`config.mk`:
```
export PLATFORM = sky130hd
export DESIGN_NAME = json_string_unescape_flat
export DESIGN_NICKNAME = d
export VERILOG_FILES = /design/src/rtl/core/jsu_pkg.sv /design/src/rtl/core/jsu_if.sv /design/src/rtl/core/jsu_decode.sv /design/src/rtl/core/jsu_emit.sv /design/src/rtl/core/json_string_unescape.sv /design/src/flat_wrapper.sv
export SDC_FILE = /design/constraint.sdc
export NUM_CORES = 1
export LEC_CHECK = 0
export BUFFER_PORTS_ARGS = -buffer_cell sky130_fd_sc_hd__buf_2
export CELL_PAD_IN_SITES_DETAIL_PLACEMENT = 1
export CELL_PAD_IN_SITES_GLOBAL_PLACEMENT = 2
export CORE_MARGIN = 8
export CORE_UTILIZATION = 41
export DETAILED_ROUTE_END_ITERATION = 8
export PLACE_DENSITY = 0.87
export RECOVER_POWER = 100
export SLEW_MARGIN = 20
export SYNTH_ARGS = -nofsm -noshare
export SYNTH_HDL_FRONTEND = slang
export SYNTH_SLANG_ARGS = --single-unit
```
`constraint.sdc`:
```
create_clock -name clk -period 7.6 [get_ports clk]
set_input_delay 0.38 -clock clk [delete_from_list [all_inputs] [get_ports clk]]
set_output_delay 0.38 -clock clk [all_outputs]
set_load 0.1 [all_outputs]
```
`src/rtl/core/jsu_pkg.sv`:
```
package jsu_pkg;

  // Kinds of result word.
  typedef enum logic [1:0] {
    KIND_DATA   = 2'd0,
    KIND_END    = 2'd1,
    KIND_EOF    = 2'd2,
    KIND_BADHEX = 2'd3
  } kind_t;

  // Characters with a meaning of their own in a string body.
  localparam logic [7:0] CHAR_QUOTE     = 8'h22;
  localparam logic [7:0] CHAR_BACKSLASH = 8'h5C;
  localparam logic [7:0] CHAR_NUL       = 8'h00;
  localparam logic [7:0] CHAR_U         = 8'h75;

  localparam logic [2:0] HEX_DIGITS = 3'd4;

  // One result word before the last flag is attached.
  typedef struct packed {
    logic [7:0] data;
    kind_t      kind;
  } word_t;

  // Escape state carried from one byte to the next.
  typedef struct packed {
    logic        escape_pending;
    logic [2:0]  hex_digits_left;
    logic [15:0] code_accumulator;
  } dec_state_t;

  // Everything one input byte produces.
  typedef struct packed {
    logic [1:0]      count;
    word_t [2:0]     words;
    dec_state_t      next;
  } dec_result_t;

  // Hex digit value, with bit 4 set when the byte is a hex digit.
  function automatic logic [4:0] hex_value(input logic [7:0] c);
    logic [4:0] r;
    r = 5'd0;
    if (c >= 8'h30 && c <= 8'h39) begin
      r = {1'b1, 4'(c - 8'h30)};
    end else if (c >= 8'h61 && c <= 8'h66) begin
      r = {1'b1, 4'(c - 8'h57)};
    end else if (c >= 8'h41 && c <= 8'h46) begin
      r = {1'b1, 4'(c - 8'h37)};
    end
    return r;
  endfunction

  // Control codes of the single-letter escapes; anything else passes.
  function automatic logic [7:0] map_escape(input logic [7:0] c);
    logic [7:0] r;
    case (c)
      8'h6E:   r = 8'h0A;
      8'h62:   r = 8'h08;
      8'h66:   r = 8'h0C;
      8'h74:   r = 8'h09;
      8'h72:   r = 8'h0D;
      default: r = c;
    endcase
    return r;
  endfunction

endpackage

```
`src/rtl/core/jsu_if.sv`:
```
// Raw string body byte channel.
interface jsu_byte_if;
  logic       valid;
  logic       ready;
  logic [7:0] in_byte;

  modport source (output valid, output in_byte, input ready);
  modport sink (input valid, input in_byte, output ready);
endinterface

// Decoded result channel.
interface jsu_result_if;
  logic       valid;
  logic       ready;
  logic [7:0] out_byte;
  logic [1:0] kind;
  logic       last;

  modport source (output valid, output out_byte, output kind, output last, input ready);
  modport sink (input valid, input out_byte, input kind, input last, output ready);
endinterface

```
`src/rtl/core/jsu_decode.sv`:
```
module jsu_decode
  import jsu_pkg::*;
(
  input  logic [7:0]  in_byte,
  input  dec_state_t  state,
  output dec_result_t res
);

  logic [4:0]  hex;
  logic [15:0] code;

  assign hex  = hex_value(in_byte);
  assign code = {state.code_accumulator[11:0], hex[3:0]};

  // One pass over the escape rules for the incoming byte.
  always_comb begin
    res.count = 2'd0;
    res.words = '0;
    res.next  = state;
    if (in_byte == CHAR_QUOTE && !state.escape_pending) begin
      res.count         = 2'd1;
      res.words[0].kind = KIND_END;
      res.next          = '0;
    end else if (in_byte == CHAR_NUL) begin
      res.count         = 2'd1;
      res.words[0].kind = KIND_EOF;
      res.next          = '0;
    end else if (state.hex_digits_left != 3'd0) begin
      if (!hex[4]) begin
        res.count         = 2'd1;
        res.words[0].kind = KIND_BADHEX;
        res.next          = '0;
      end else if (state.hex_digits_left == 3'd1) begin
        // Fourth digit: emit the code point in UTF-8.
        res.next = '0;
        if (code[15:7] == 9'd0) begin
          res.count         = 2'd1;
          res.words[0].data = {1'b0, code[6:0]};
        end else if (code[15:11] == 5'd0) begin
          res.count         = 2'd2;
          res.words[0].data = {3'b110, code[10:6]};
          res.words[1].data = {2'b10, code[5:0]};
        end else begin
          res.count         = 2'd3;
          res.words[0].data = {4'b1110, code[15:12]};
          res.words[1].data = {2'b10, code[11:6]};
          res.words[2].data = {2'b10, code[5:0]};
        end
      end else begin
        res.next.code_accumulator = code;
        res.next.hex_digits_left  = state.hex_digits_left - 3'd1;
      end
    end else if (in_byte == CHAR_BACKSLASH) begin
      if (state.escape_pending) begin
        res.count                = 2'd1;
        res.words[0].data        = in_byte;
        res.next.escape_pending  = 1'b0;
      end else begin
        res.next.escape_pending  = 1'b1;
      end
    end else if (in_byte == CHAR_U && state.escape_pending) begin
      res.next.hex_digits_left  = HEX_DIGITS;
      res.next.code_accumulator = 16'd0;
    end else begin
      res.count               = 2'd1;
      res.words[0].data       = state.escape_pending ? map_escape(in_byte) : in_byte;
      res.next.escape_pending = 1'b0;
    end
  end

endmodule

```
`src/rtl/core/jsu_emit.sv`:
```
module jsu_emit
  import jsu_pkg::*;
(
  input  logic         clk,
  input  logic         rst,
  input  logic         load,
  input  logic [1:0]   load_count,
  input  word_t [2:0]  load_words,
  output logic         can_load,
  jsu_result_if.source dst
);

  word_t [2:0] words;
  logic  [1:0] cnt;
  logic        take;

  assign take     = dst.valid && dst.ready;
  assign can_load = (cnt == 2'd0) || (cnt == 2'd1 && dst.ready);

  assign dst.valid    = (cnt != 2'd0);
  assign dst.out_byte = words[0].data;
  assign dst.kind     = words[0].kind;
  assign dst.last     = (cnt == 2'd1);

  // Result register: a new group loads as the old one drains, else shift.
  always_ff @(posedge clk) begin
    if (rst) begin
      cnt <= 2'd0;
    end else if (load) begin
      cnt <= load_count;
    end else if (take) begin
      cnt <= cnt - 2'd1;
    end
  end

  always_ff @(posedge clk) begin
    if (load) begin
      words <= load_words;
    end else if (take) begin
      words[0] <= words[1];
      words[1] <= words[2];
    end
  end

endmodule

```
`src/rtl/core/json_string_unescape.sv`:
```
// JSON string body unescaper. Feed the bytes after the opening quote on raw;
// decoded bytes, the string end and the two error kinds come out on decoded,
// with last marking the final word caused by each input byte. One byte is
// taken per cycle unless decoded stalls; a byte that decodes to two or three
// UTF-8 bytes holds raw while the result register drains, and bytes that
// produce nothing (an opening backslash, the u, the first three hex digits)
// do not hold raw. A byte's first word is registered and valid the cycle after
// it is taken. The escape state clears after every string end or error.
module json_string_unescape
  import jsu_pkg::*;
(
  input  logic         clk,
  input  logic         rst,
  jsu_byte_if.sink     raw,
  jsu_result_if.source decoded
);

  dec_state_t  state;
  dec_result_t res;
  logic        can_load;
  logic        accept;

  assign raw.ready = can_load;
  assign accept    = raw.valid && raw.ready;

  jsu_decode u_decode (
    .in_byte (raw.in_byte),
    .state   (state),
    .res     (res)
  );

  jsu_emit u_emit (
    .clk        (clk),
    .rst        (rst),
    .load       (accept && res.count != 2'd0),
    .load_count (res.count),
    .load_words (res.words),
    .can_load   (can_load),
    .dst        (decoded)
  );

  // Escape state advances on every accepted byte.
  always_ff @(posedge clk) begin
    if (rst) begin
      state <= '0;
    end else if (accept) begin
      state <= res.next;
    end
  end

  // Hex collection only runs inside an escape, and never above four digits.
  a_hex_in_escape: assert property (@(posedge clk) disable iff (rst)
    state.hex_digits_left != 3'd0 |-> state.escape_pending && state.hex_digits_left <= HEX_DIGITS)
    else $error("hex countdown outside an escape");

  // End and error words are always alone in their group.
  a_status_last: assert property (@(posedge clk) disable iff (rst)
    decoded.valid && decoded.kind != KIND_DATA |-> decoded.last)
    else $error("status word not marked last");

  // A word that is not last is always followed by another one.
  a_group_continues: assert property (@(posedge clk) disable iff (rst)
    decoded.valid && decoded.ready && !decoded.last |=> decoded.valid)
    else $error("result group broken off");

  // No byte is taken while a group has more than its final word to give.
  a_no_overrun: assert property (@(posedge clk) disable iff (rst)
    raw.valid && raw.ready |-> !decoded.valid || (decoded.last && decoded.ready))
    else $error("byte taken over a pending group");

endmodule

```
`src/flat_wrapper.sv`:
```
// flat-port wrapper written by rule: the top's interface ports become plain ports
module json_string_unescape_flat import jsu_pkg::*;
  (clk, rst, raw_valid, raw_in_byte, raw_ready, decoded_valid, decoded_out_byte, decoded_kind, decoded_last, decoded_ready);
  jsu_byte_if raw_i ();
  jsu_result_if decoded_i ();
  input  logic clk;
  input  logic rst;
  input wire logic [$bits(raw_i.valid)-1:0] raw_valid;
  input wire logic [$bits(raw_i.in_byte)-1:0] raw_in_byte;
  output wire logic [$bits(raw_i.ready)-1:0] raw_ready;
  output wire logic [$bits(decoded_i.valid)-1:0] decoded_valid;
  output wire logic [$bits(decoded_i.out_byte)-1:0] decoded_out_byte;
  output wire logic [$bits(decoded_i.kind)-1:0] decoded_kind;
  output wire logic [$bits(decoded_i.last)-1:0] decoded_last;
  input wire logic [$bits(decoded_i.ready)-1:0] decoded_ready;
  assign raw_i.valid = raw_valid;
  assign raw_i.in_byte = raw_in_byte;
  assign raw_ready = raw_i.ready;
  assign decoded_valid = decoded_i.valid;
  assign decoded_out_byte = decoded_i.out_byte;
  assign decoded_kind = decoded_i.kind;
  assign decoded_last = decoded_i.last;
  assign decoded_i.ready = decoded_ready;
  json_string_unescape u_core (.clk(clk), .rst(rst), .raw(raw_i), .decoded(decoded_i));
endmodule
```
# == After elaboration in Yosys (flattened, before gate mapping) ==
# Cells that the tools add are included.
# op_classes
n_eq_ne,13
bitwise,3
reduce_logical,24
n_mul,0
shift,0
n_mux,51
order_cmp,6
div_mod_pow,0
add_sub_neg,5
# op_table
operator,count
two-way mux 8 bit,18
two-way mux 20 bit,4
two-way mux 19 bit,3
== test 8 x 7 -> 1 bit (second input constant),7
two-way mux 22 bit,2
one-hot mux 8 bit (5 select lines),1
two-way mux 2 bit,10
>= comparator 8 x 7 -> 1 bit (second input constant),2
less-or-equal comparator 8 x 7 -> 1 bit (second input constant),2
two-way mux 5 bit,3
two-way mux 6 bit,2
two-way mux 10 bit,1
logical AND 1 bit,9
zero test 9 bit,1
== test 8 x 6 -> 1 bit (second input constant),1
>= comparator 8 x 6 -> 1 bit (second input constant),1
less-or-equal comparator 8 x 6 -> 1 bit (second input constant),1
zero test 8 bit,1
subtractor 4 x 3 -> 4 bit (second input constant),2
two-way mux 1 bit,7
OR reduction 7 bit,1
AND reduction 3 bit,2
nonzero test 2 bit,3
OR reduction 6 bit,1
other kinds (15),17
# totals
output_inout_bits,13
latch_bits,0
mem_bits_rw,0
register_bits,44
word_cells,111
input_bits,12
memories,0
mem_bits_ro,0

# == Longest topological paths before layout ==
# Gate-level depths: netlist of the first run.
# logic_depth
word_depth,15
mapped_depth,11
mapped_depth_nobuf,9

# == Hierarchy ==
# From an unflattened synthesis of the first run, not the netlist that was laid out.
# hier_totals
cells_unflattened,399
area_unflattened_um2,3783.6
# by_module_without_submodules
mod,area_each_um2,seq_area_each_um2,cells_each,n_inst
jsu_decode,1440.1,0.0,225,1
jsu_emit,1367.6,940.9,81,1
json_string_unescape,975.9,400.4,93,1

# == Worst setup path after synthesis of the first run ==
# Ideal clock, no wire load.
# synth_path
path_kind,register -> register
startpoint,register u_core.u_emit.cnt[1]
endpoint,"register u_core.u_emit.words, in the netlist u_core.u_emit.dst.kind[0] (enable)"
stages_incl_launch_ff,10
path_slack_ns,3.825
setup_ns,0.376
arrival_ns,3.400
path_buffers,1
t_required_ns,7.224
period_less_slack_ns,3.775
path_cell_list,dfxtp_1 > inv_1 > ha_1 > a21o_1 > nand2_1 > o21bai_1 > a211o_4 > and2_4 > buf_6 > nand2b_1
# synth_via
elab_chain_len,6
elab_cells_between_ends,9
cone_classes,eq/ne (1); reduce/logical (8)
# synth_rtl
element,line_no,source
start: declaration,jsu_emit.sv:14,logic [1:0] cnt;
start signal: assignment,jsu_emit.sv:30,cnt <= load_count;
start signal: assignment,jsu_emit.sv:32,cnt <= cnt - 2'd1;
== test 2 x 1 -> 1 bit,n/a,
named net decoded_last,flat_wrapper.sv:14,output wire logic [$bits(decoded_i.last)-1:0] decoded_last;
logical AND 1 bit,jsu_emit.sv:18,assign can_load = (cnt == 2'd0) || (cnt == 2'd1 && dst.ready);
logical OR 1 bit,jsu_emit.sv:18,
named net raw_ready,flat_wrapper.sv:10,output wire logic [$bits(raw_i.ready)-1:0] raw_ready;
logical AND 1 bit,json_string_unescape.sv:24,assign accept = raw.valid && raw.ready;
logical AND 1 bit,json_string_unescape.sv:35,".load (accept && res.count != 2'd0),"
nonzero test 2 bit (no line),n/a,
end signal: assignment,jsu_emit.sv:38,words <= load_words;
end: declaration,jsu_emit.sv:13,word_t [2:0] words;
# The timed path passes the listed nets, and every way through them passes these cells.
# A chain may end at the register's enable or synchronous reset.

# == Worst setup path in the final report of the first run ==
# layout_path
startpoint,input port raw_in_byte[0]
endpoint,"register u_core.u_emit.words, in the netlist u_core.u_emit.dst.out_byte[2] (data pin)"
# layout_via
elab_chain_len,12
elab_cells_between_ends,45
cone_classes,add/sub (3); order compare (6); eq/ne (8); mux (20); reduce/logical (8)
# layout_rtl
element,line_no,source
start: declaration,flat_wrapper.sv:9,input wire logic [$bits(raw_i.in_byte)-1:0] raw_in_byte;
>= comparator 8 x 7 -> 1 bit or less-or-equal comparator 8 x 7 -> 1 bit (tied branches),jsu_pkg.sv:47,end else if (c >= 8'h41 && c <= 8'h46) begin
logical AND 1 bit,jsu_pkg.sv:47,
two-way mux 5 bit,jsu_pkg.sv:47,
two-way mux 5 bit,jsu_pkg.sv:45,end else if (c >= 8'h61 && c <= 8'h66) begin
two-way mux 5 bit,jsu_pkg.sv:43,if (c >= 8'h30 && c <= 8'h39) begin
two-way mux 8 bit or two-way mux 2 bit (tied branches),"jsu_decode.sv:36, jsu_decode.sv:29",
two-way mux 8 bit or two-way mux 2 bit (tied branches),"jsu_decode.sv:33, jsu_decode.sv:28",
two-way mux 8 bit or two-way mux 2 bit (tied branches),"jsu_decode.sv:29, jsu_decode.sv:24",
two-way mux 8 bit or two-way mux 2 bit (tied branches),"jsu_decode.sv:28, jsu_decode.sv:20",
two-way mux 8 bit or nonzero test 2 bit (tied branches),"jsu_decode.sv:24, json_string_unescape.sv:35",
two-way mux 8 bit or logical AND 1 bit (tied branches),"jsu_decode.sv:20, json_string_unescape.sv:35",
two-way mux 20 bit *,jsu_emit.sv:37,if (load) begin
# Every way passes the cells marked *; elsewhere a longest branch is shown, timed or not.

==> results of run 1 <==
[path summary, 6_finish.rpt]
kind | from | end | depth (start not counted)
hold reg to reg | u_core.state[9] | u_core.state[9] | 2
hold / removal | rst | u_core.u_emit.cnt[0] | 2
setup / recovery | raw_in_byte[0] | u_core.u_emit.dst.out_byte[2] | 10
setup reg to reg | u_core.state[3] | u_core.u_emit.dst.out_byte[2] | 7
[kinds of logic after synthesis]
kind of cell    count (synthesis)  synth area share
compound gates                 81             0.239
buf+inv                        39            0.0740
flops                          42             0.390
xor+xnor                        3           0.00948
simple gates                  106             0.213
fa+ha+maj                       9            0.0406
mux                             9            0.0343
[sequential cells by signal, indices dropped and copies added (netlist names)]
register and flops:
u_core.u_emit.dst.out_byte 8, u_core.u_emit.words 14, u_core.state 16, u_core.u_emit.cnt 2, u_core.u_emit.dst.kind 2
[final cells by class]
class,instances,area (sq um),area share
Clock inverter,2,37.5,0.0130
Timing Repair Buffer,25,110,0.0381
Clock buffer,6,72.6,0.0251
Inverter,15,56.3,0.0195
Tap cell,80,100,0.0346
Multi-Input combinational cell,208,1430,0.496
Sequential cell,42,1080,0.374
[metal layers]
layer,part of all wire,track usage,vias up
met5,0,0,-
met4,0.0045,0.0272,0
met3,0.057,0.0299,5
met2,0.46,0.251,58
met1,0.48,0.211,1121
li1,-,-,1106
[through the flow]
step           instances  utilization  area [sq um]
2_1_floorplan        289            -          2770
3_3_place_gp         370        0.427          2850
3_5_place_dp         370        0.427          2850
4_1_cts              378        0.443          2960
5_1_grt              378        0.433          2890
6_report             378        0.433          2890
[placed cells by master (no fill, tap or decap), drive strengths merged, types with 5 or more instances in the layout]
cell,instances
nand2b,5
nor2,18
dfxtp,18
clkbuf,20
nor3,9
inv,15
a21oi,12
nand3,9
ha,9
a211oi,5
o2bb2ai,7
mux2i,5
nor4,7
edfxtp,24
o21ai,14
buf,11
a22o,11
and2,7
nand2,23
[power breakdown]
| part | total [W] | internal (W) | switching (W) |
|---|---|---|---|
| clock network | 0.000178 | 0.0000981 | 0.0000796 |
| registers | 0.000279 | 0.000272 | 0.00000695 |
| logic | 0.000200 | 0.0000340 | 0.000166 |
| total | 0.000657 | 0.000404 | 0.000252 |
==> run metrics, run 1 <==
outcome=completed; Synth Flop Type=edfxtp_1; Port Buffers=24; total core area=6680 sq um; CP dominant cell by count=inv_1; Mapped Cells=289; DRT Pass-1 Iters=4; Post-CTS Setup Inserts=0; maxcap violations=0; synthesized flop and latch total=42; # hold bufs at CTS=0; Die H=98.2 um; Hold WS=403 ps; DIE AREA=9650 sq um; CTS max path bufs=2; worst skew pair latency=300 ps; top-area cell type share of the netlist area=0.260; Yosys cell types=65; vias in the first global route=2281; Avg WL per Cell=20.0 um; CTS Buf Count=5; most common cell in the netlist=edfxtp_1; syn_nets=310; Starting DRT DRC Count=135; number of fillers in the final layout=803; layout net count=318; Hold Path Class=input pin to flip-flop; synth cell count leaders=24 x edfxtp_1, 23 x nand2_1, 18 x dfxtp_1, 18 x nor2_1, 13 x inv_1; Final setup viols=0; setup tns final=0 ps; Synth area leaders=edfxtp_1 26%, dfxtp_1 13%, ha_1 4.1%, a22o_1 3.5%, nand2_1 3.1%; Layout area overhead=4.29%; Tcrit/Tclk final=0.580; Worst Tran Pin Value=1170 ps; CP startpoint kind=input pin; max incr delay on CP=930 ps; clk slew on worst S/H paths=80 ps; DRT antenna net count=0; maximum VDD drop=0.000119 V; Worst path top cell family by delay=simple AND/OR/NAND/NOR gates; die width=98.2 um; largest area contributor in the netlist=edfxtp_1; post-CTS resize count=0; cell area after synthesis=2770 sq um; drt drc=0; worst path cell trace=clkbuf_1, inv_1, ha_1, nor4b_1, a2111oi_0, a21o_2, nand4_1, and2_0, inv_1, mux2_1; # rows=30; vias per cell=6.06; Detailed Place HPWL=5750 um; Max-slew headroom=0.198; Power Density=227 nW/um^2; Synth Area per Inst=9.59 sq um; clk sinks=42; DP Worst Slack=3800 ps; final wirelength=7570 um; I/O Pins=25; largest fanout on the critical path=15; GR Util All Layers=0.155; highest-delay cell along the critical path=a2111oi_0; CTS Root Cell=clkbuf_8; share of cells above drive strength 1=0.0839; Final Power=0.000657 W; final slew viol count=0; fin worst setup slack=3190 ps; global-route wire length before repair=12000 um; CP Buf/Inv Count=3; Req. time, crit path=7650 ps; Setup CP Type=input pin to flip-flop; Seq/Total Area, Yosys=0.390; CTS tree=yes; fmax=227 MHz; FF-to-FF setup slack=3900 ps; Final Hold Viols=0; Post-synth EDFFs=24; worst path arrival time=4460 ps; YS warnings=0; LEAKAGE=1.05 nW; placer congestion estimate=0.853; fin crit period=4410 ps; H-Tree Depth=2; Overflow after GRT=0; CP Capture Type=flip-flop; n_diodes=0; initial antenna violation count=0; fraction of registers with async set or reset after synthesis=0; starting density of the core=0.415; pin count of the biggest net entering global routing=23; RSZ-0062 raised after global routing=false; skew final=6.08 ps; via count=2290
Note: power is estimated with default switching activity, not from simulation.
==> inputs of run 2 (changes only) <==
--- a/config.mk
+++ b/config.mk
@@ -9,9 +9,9 @@
 export CELL_PAD_IN_SITES_DETAIL_PLACEMENT = 1
 export CELL_PAD_IN_SITES_GLOBAL_PLACEMENT = 2
 export CORE_MARGIN = 8
-export CORE_UTILIZATION = 41
+export CORE_UTILIZATION = 38
 export DETAILED_ROUTE_END_ITERATION = 8
-export PLACE_DENSITY = 0.87
+export PLACE_DENSITY = 0.82
 export RECOVER_POWER = 100
 export SLEW_MARGIN = 20
 export SYNTH_ARGS = -nofsm -noshare
==> constraint.sdc (replaced) <==
create_clock -name clk -period 4.3 [get_ports clk]
set_input_delay 0.215 -clock clk [delete_from_list [all_inputs] [get_ports clk]]
set_output_delay 0.215 -clock clk [all_outputs]
set_load 0.1 [all_outputs]
==> run metrics, run 2 (synthesis results as in run 1) <==
# hold bufs at CTS=0 (unchanged); fin crit period=3370 ps; CP startpoint kind=flip-flop; CP Capture Type=flip-flop; reg2reg start=u_core.state[3]; hold_sp=rst; Starting DRT DRC Count=188 (+39%); largest fanout on the critical path=15 (unchanged); placed inst area=2890 sq um (+1.4%); maxcap violations=0 (unchanged); post-CTS resize count=0 (unchanged); FF-to-FF setup slack=930 ps (-2970 ps); most flop-heavy register=u_core.state; drt drc=0 (unchanged); NetSw=0.000445 W (+76%); highest-delay cell along the critical path=nor4_1; Worst path top cell family by delay=simple AND/OR/NAND/NOR gates; DP Cell Count=391 (+5.7%); final wirelength=7610 um (+0.62%); via count=2257 (-1.4%); WP depth=8 (-2); Die H=101 um (+3.2%); Worst Tran Pin Value=1190 ps (+17.6 ps); skew final=5.18 ps (-0.902 ps); share of cells above drive strength 1=0.0933 (+0.00944); Critical Path Source=u_core.state[3]; n_diodes=0 (unchanged); vias in the first global route=2234 (-2.1%); commonest non-fill, non-tap cells in the layout=24 x edfxtp_1, 23 x nand2_1, 18 x nor2_1, 18 x dfxtp_1; Final Util=0.407 (-0.0254); CP Buf/Inv Count=2 (-1); DIE AREA=10300 sq um (+6.6%); Power Density=376 nW/um^2 (+66%); Port Buffers=24 (unchanged); CTS max path bufs=2 (unchanged); H-Tree Depth=2 (unchanged); placer congestion estimate=0.883 (+3.5%); clk slew on worst S/H paths=80 ps (about the same); final slew viol count=0 (unchanged); clock share of power=0.223 (-0.048); CTS Root Cell=clkbuf_8; LEAKAGE=1.05 nW (-0.17%); setup tns final=0 ps (unchanged); starting density of the core=0.386 (-0.0286); maximum VDD drop=0.000127 V (+6.3%); RSZ-0062 raised after global routing=false; # rows=31 (+3.3%); outcome=completed; Comb pwr share=0.326 (+0.022); Reg-to-Reg End=u_core.u_emit.dst.out_byte[7]; pin count of the biggest net entering global routing=23 (unchanged); Final Hold Viols=0 (unchanged); Setup CP Type=flip-flop to flip-flop; Post-CTS Setup Inserts=0 (unchanged); Register-to-Register Path Depth=8 (+1); Cell Int Power=0.000655 W (+62%); Max-slew headroom=0.210 (+0.0119); max incr delay on CP=700 ps (-230 ps); I/O Pins=25 (unchanged); Avg WL per Cell=19.1 um (-4.7%); total core area=7180 sq um (+7.4%); DRT Pass-1 Iters=4 (unchanged); CTS Buf Count=5 (unchanged); die width=101 um (+3.2%); Req. time, crit path=4340 ps (-3310 ps); worst path cell trace=nor4_1, nor3b_1, nor3_1, nand4_1, clkbuf_1, and2_4, inv_1, mux2_1; Overflow after GRT=0 (unchanged); fmax=297 MHz; CTS tree=yes; worst skew pair latency=290 ps (about the same); Final setup viols=0 (unchanged); initial antenna violation count=0 (unchanged); Finished Layout Cells=399 (+5.6%); most common cell after layout, fill and taps aside=edfxtp_1; clk sinks=42 (unchanged); Tcrit/Tclk final=0.783; GR Util All Layers=0.153 (-0.00246); worst path arrival time=3410 ps (-1050 ps); Detailed Place HPWL=5850 um (+1.7%); vias per cell=5.66 (-6.6%); sw frac=0.404 (+0.0202); Seq pwr share=0.451 (+0.026); DRT antenna net count=0 (unchanged); layout net count=320 (+0.63%); Layout area overhead=5.42%; Design Area, Final=2920 sq um (+1.1%); number of fillers in the final layout=843 (+5.0%); end of the critical path=u_core.u_emit.dst.out_byte[7]; max FFs per register=16 (unchanged); Hold Path Class=input pin to flip-flop; global-route wire length before repair=12200 um (+1.7%)
run 2: changes by cell type in the layout (fill, tap and decap cells not counted), sizes merged:
cell and delta:
buf +1, clkinv +2, bufinv -1
run 2: final cells by class:
class	instances	area, sq um	area share
Multi-Input combinational cell	208	1460	0.498
Sequential cell	42	1080	0.370
Tap cell	99	124	0.0424
Timing Repair Buffer	27	121	0.0415
Clock buffer	5	68.8	0.0235
Inverter	15	56.3	0.0193
Clock inverter	3	16.3	0.00557
run 2: worst min-delay path by stage:
| stage | endpoint | slack, ps | cells after the start |
|---|---|---|---|
| 3_5_place_dp | u_core.state[9] | 470 | 2 |
| 5_1_grt | u_core.u_emit.cnt[1] | 240 | 2 |
| 3_3_place_gp | u_core.state[9] | 460 | 2 |
| 6_report | u_core.state[17] | 230 | 2 |
| 2_1_floorplan | u_core.u_emit.cnt[0] | 280 | 1 |
| 4_1_cts | u_core.state[18] | 220 | 2 |
run 2: layer usage:
| layer | up-vias | wire [um] | global-route usage |
|---|---|---|---|
| met2 | 47 | 3400 | 0.236 |
| met4 | 0 | 97 | 0.0378 |
| met5 | - | 0 | 0 |
| li1 | 1116 | - | - |
| met1 | 1085 | 3770 | 0.213 |
| met3 | 9 | 350 | 0.0282 |
run 2: power groups by stage:
stage / Clock [W] / Combinational (W) / Sequential (W)
floorplan: 0 / 0.000337 / 0.000499
global placement: 0 / 0.000369 / 0.000503
detailed placement: 0 / 0.000373 / 0.000504
CTS: 0.000254 / 0.000374 / 0.000496
global route: 0.000265 / 0.000379 / 0.000501
finish: 0.000245 / 0.000359 / 0.000496
run 2: stage by stage:
step	setup slack (ps)	hold WS, ps	power (W)
3_5_place_dp	1050	466	0.000877
5_1_grt	619	236	0.00115
2_1_floorplan	525	284	0.000836
3_3_place_gp	1150	458	0.000872
4_1_cts	1260	216	0.00112
6_report	933	228	0.00110
run 2: worst register-to-register path: stages (launching register included):
cell and delay [ps]:
dfxtp_1 370, nor4_1 700, nor3b_1 480, nor3_1 90, nand4_1 100, clkbuf_1 420, and2_4 330, inv_1 250
mux2_1 390
==> inputs of run 3 (changes only) <==
==> constraint.sdc (replaced) <==
create_clock -name clk -period 3.3 [get_ports clk]
set_input_delay 0.165 -clock clk [delete_from_list [all_inputs] [get_ports clk]]
set_output_delay 0.165 -clock clk [all_outputs]
set_load 0.1 [all_outputs]
==> run metrics, run 3 (synthesis results as in run 1) <==
Post-CTS Setup Inserts=0 (unchanged); FF-to-FF setup slack=460 ps (-470 ps); final slew viol count=0 (unchanged); RSZ-0062 raised after global routing=false; Final Hold Viols=0 (unchanged); clk slew on worst S/H paths=80 ps (about the same); CTS max path bufs=2 (unchanged); clk sinks=42 (unchanged); vias in the first global route=2405 (+7.7%); Finished Layout Cells=409 (+2.5%); Max-slew headroom=0.212 (+0.00180); skew final=8.68 ps (+3.50 ps); via count=2389 (+5.8%); CTS tree=yes; Tcrit/Tclk final=0.876; end of the critical path=u_core.u_emit.dst.out_byte[3]; placer congestion estimate=0.856 (-3.1%); drt drc=0 (unchanged); most common cell after layout, fill and taps aside=edfxtp_1; Design Area, Final=3020 sq um (+3.2%); most flop-heavy register=u_core.state; Final Util=0.420 (+0.0131); DRT Pass-1 Iters=4 (unchanged); share of cells above drive strength 1=0.129 (+0.0357); reg2reg start=u_core.state[9]; outcome=completed; Die H=101 um (unchanged); fmax=346 MHz; CTS Root Cell=clkbuf_8; Register-to-Register Path Depth=7 (-1); Worst Tran Pin Value=1190 ps (-2.71 ps); total core area=7180 sq um (unchanged); final wirelength=7920 um (+4.0%); CP Capture Type=flip-flop; H-Tree Depth=2 (unchanged); Port Buffers=24 (unchanged); GR Util All Layers=0.165 (+0.0123); Detailed Place HPWL=6110 um (+4.6%); n_diodes=0 (unchanged); maxcap violations=0 (unchanged); Final setup viols=0 (unchanged); Hold WS=145 ps (-83.9 ps); commonest non-fill, non-tap cells in the layout=24 x edfxtp_1, 23 x nand2_1, 18 x nor2_1, 18 x dfxtp_1, 17 x clkbuf_1; setup tns final=0 ps (unchanged); I/O Pins=25 (unchanged); worst path arrival time=2840 ps (-570 ps); Power Density=506 nW/um^2 (+34%); worst skew pair latency=310 ps (+20 ps); Reg-to-Reg End=u_core.u_emit.dst.out_byte[4]; Avg WL per Cell=19.4 um (+1.5%); # rows=31 (unchanged); CTS Buf Count=5 (unchanged); placed inst area=2970 sq um (+2.7%); Layout area overhead=8.80%; DRT antenna net count=0 (unchanged); global-route wire length before repair=13000 um (+6.7%); starting density of the core=0.386 (unchanged); Setup CP Type=input pin to flip-flop; initial antenna violation count=0 (unchanged); DIE AREA=10300 sq um (unchanged); Overflow after GRT=0 (unchanged); die width=101 um (unchanged); Hold Path Class=input pin to flip-flop; fin crit period=2890 ps; max FFs per register=16 (unchanged); layout net count=330 (+3.1%); maximum VDD drop=0.000264 V (+110%); LEAKAGE=1.11 nW (+5.9%); CP startpoint kind=input pin; post-CTS resize count=0 (unchanged); Critical Path Source=raw_in_byte[0]; Req. time, crit path=3250 ps (-1090 ps); # hold bufs at CTS=0 (unchanged); DP Cell Count=401 (+2.6%); pin count of the biggest net entering global routing=23 (unchanged); largest fanout on the critical path=15 (unchanged); vias per cell=5.84 (+3.3%); Starting DRT DRC Count=123 (-35%)
-- run 3: cell count changes in the layout (fill, tap and decap cells not counted), sizes merged --
cell / delta
clkbuf: +2
bufinv: +1
buf: +8
clkinvlp: -1
-- run 3: worst min path at each step --
stage                     slack (ps)                    to  cells past startpoint            start
after floorplan                  230  u_core.u_emit.cnt[0]                      1              rst
after global placement           460       u_core.state[9]                      2  u_core.state[9]
final                            140  u_core.u_emit.cnt[0]                      2              rst
after detailed placement         460       u_core.state[9]                      2  u_core.state[9]
after CTS                        140  u_core.u_emit.cnt[0]                      2              rst
after global routing             150  u_core.u_emit.cnt[0]                      2              rst
-- run 3: power breakdown --
group | leakage [nW] | internal [W] | switching [W]
Sequential | 0.385 | 0.000626 | 0.0000165
Combinational | 0.664 | 0.0000851 | 0.000388
Clock | 0.0579 | 0.000223 | 0.000188
-- run 3: worst max-delay path: stages --
cell       delay [ps]
clkbuf_1          160
inv_1             150
ha_1              350
nor4b_1           490
a2111oi_4          90
a21o_2            280
a211o_1           380
and2_4            250
nand2b_1          110
clkbuf_1          410
-- run 3: layer usage --
| layer | vias to the layer above | part of all wire | GRT usage |
|---|---|---|---|
| met1 | 1183 | 0.47 | 0.219 |
| met5 | - | 0 | 0 |
| met2 | 52 | 0.46 | 0.258 |
| met3 | 18 | 0.050 | 0.0364 |
| met4 | 0 | 0.023 | 0.0573 |
| li1 | 1136 | - | - |
-- run 3: final cells by class --
class,instances,area [sq um]
fillers,834,4160
inverters,15,56.3
clock buffers,5,68.8
repair buffers,37,189
flip-flops and latches,42,1080
clock inverters,3,40.0
well taps,99,124
multi-input cells,208,1460
-- run 3: through the flow --
step / total power [W] / worst slack (ps)
final: 0.00153 / 408
after global routing: 0.00159 / 203
after CTS: 0.00156 / 533
after detailed placement: 0.00115 / 210
after global placement: 0.00114 / 341
after floorplan: 0.00109 / 93.6
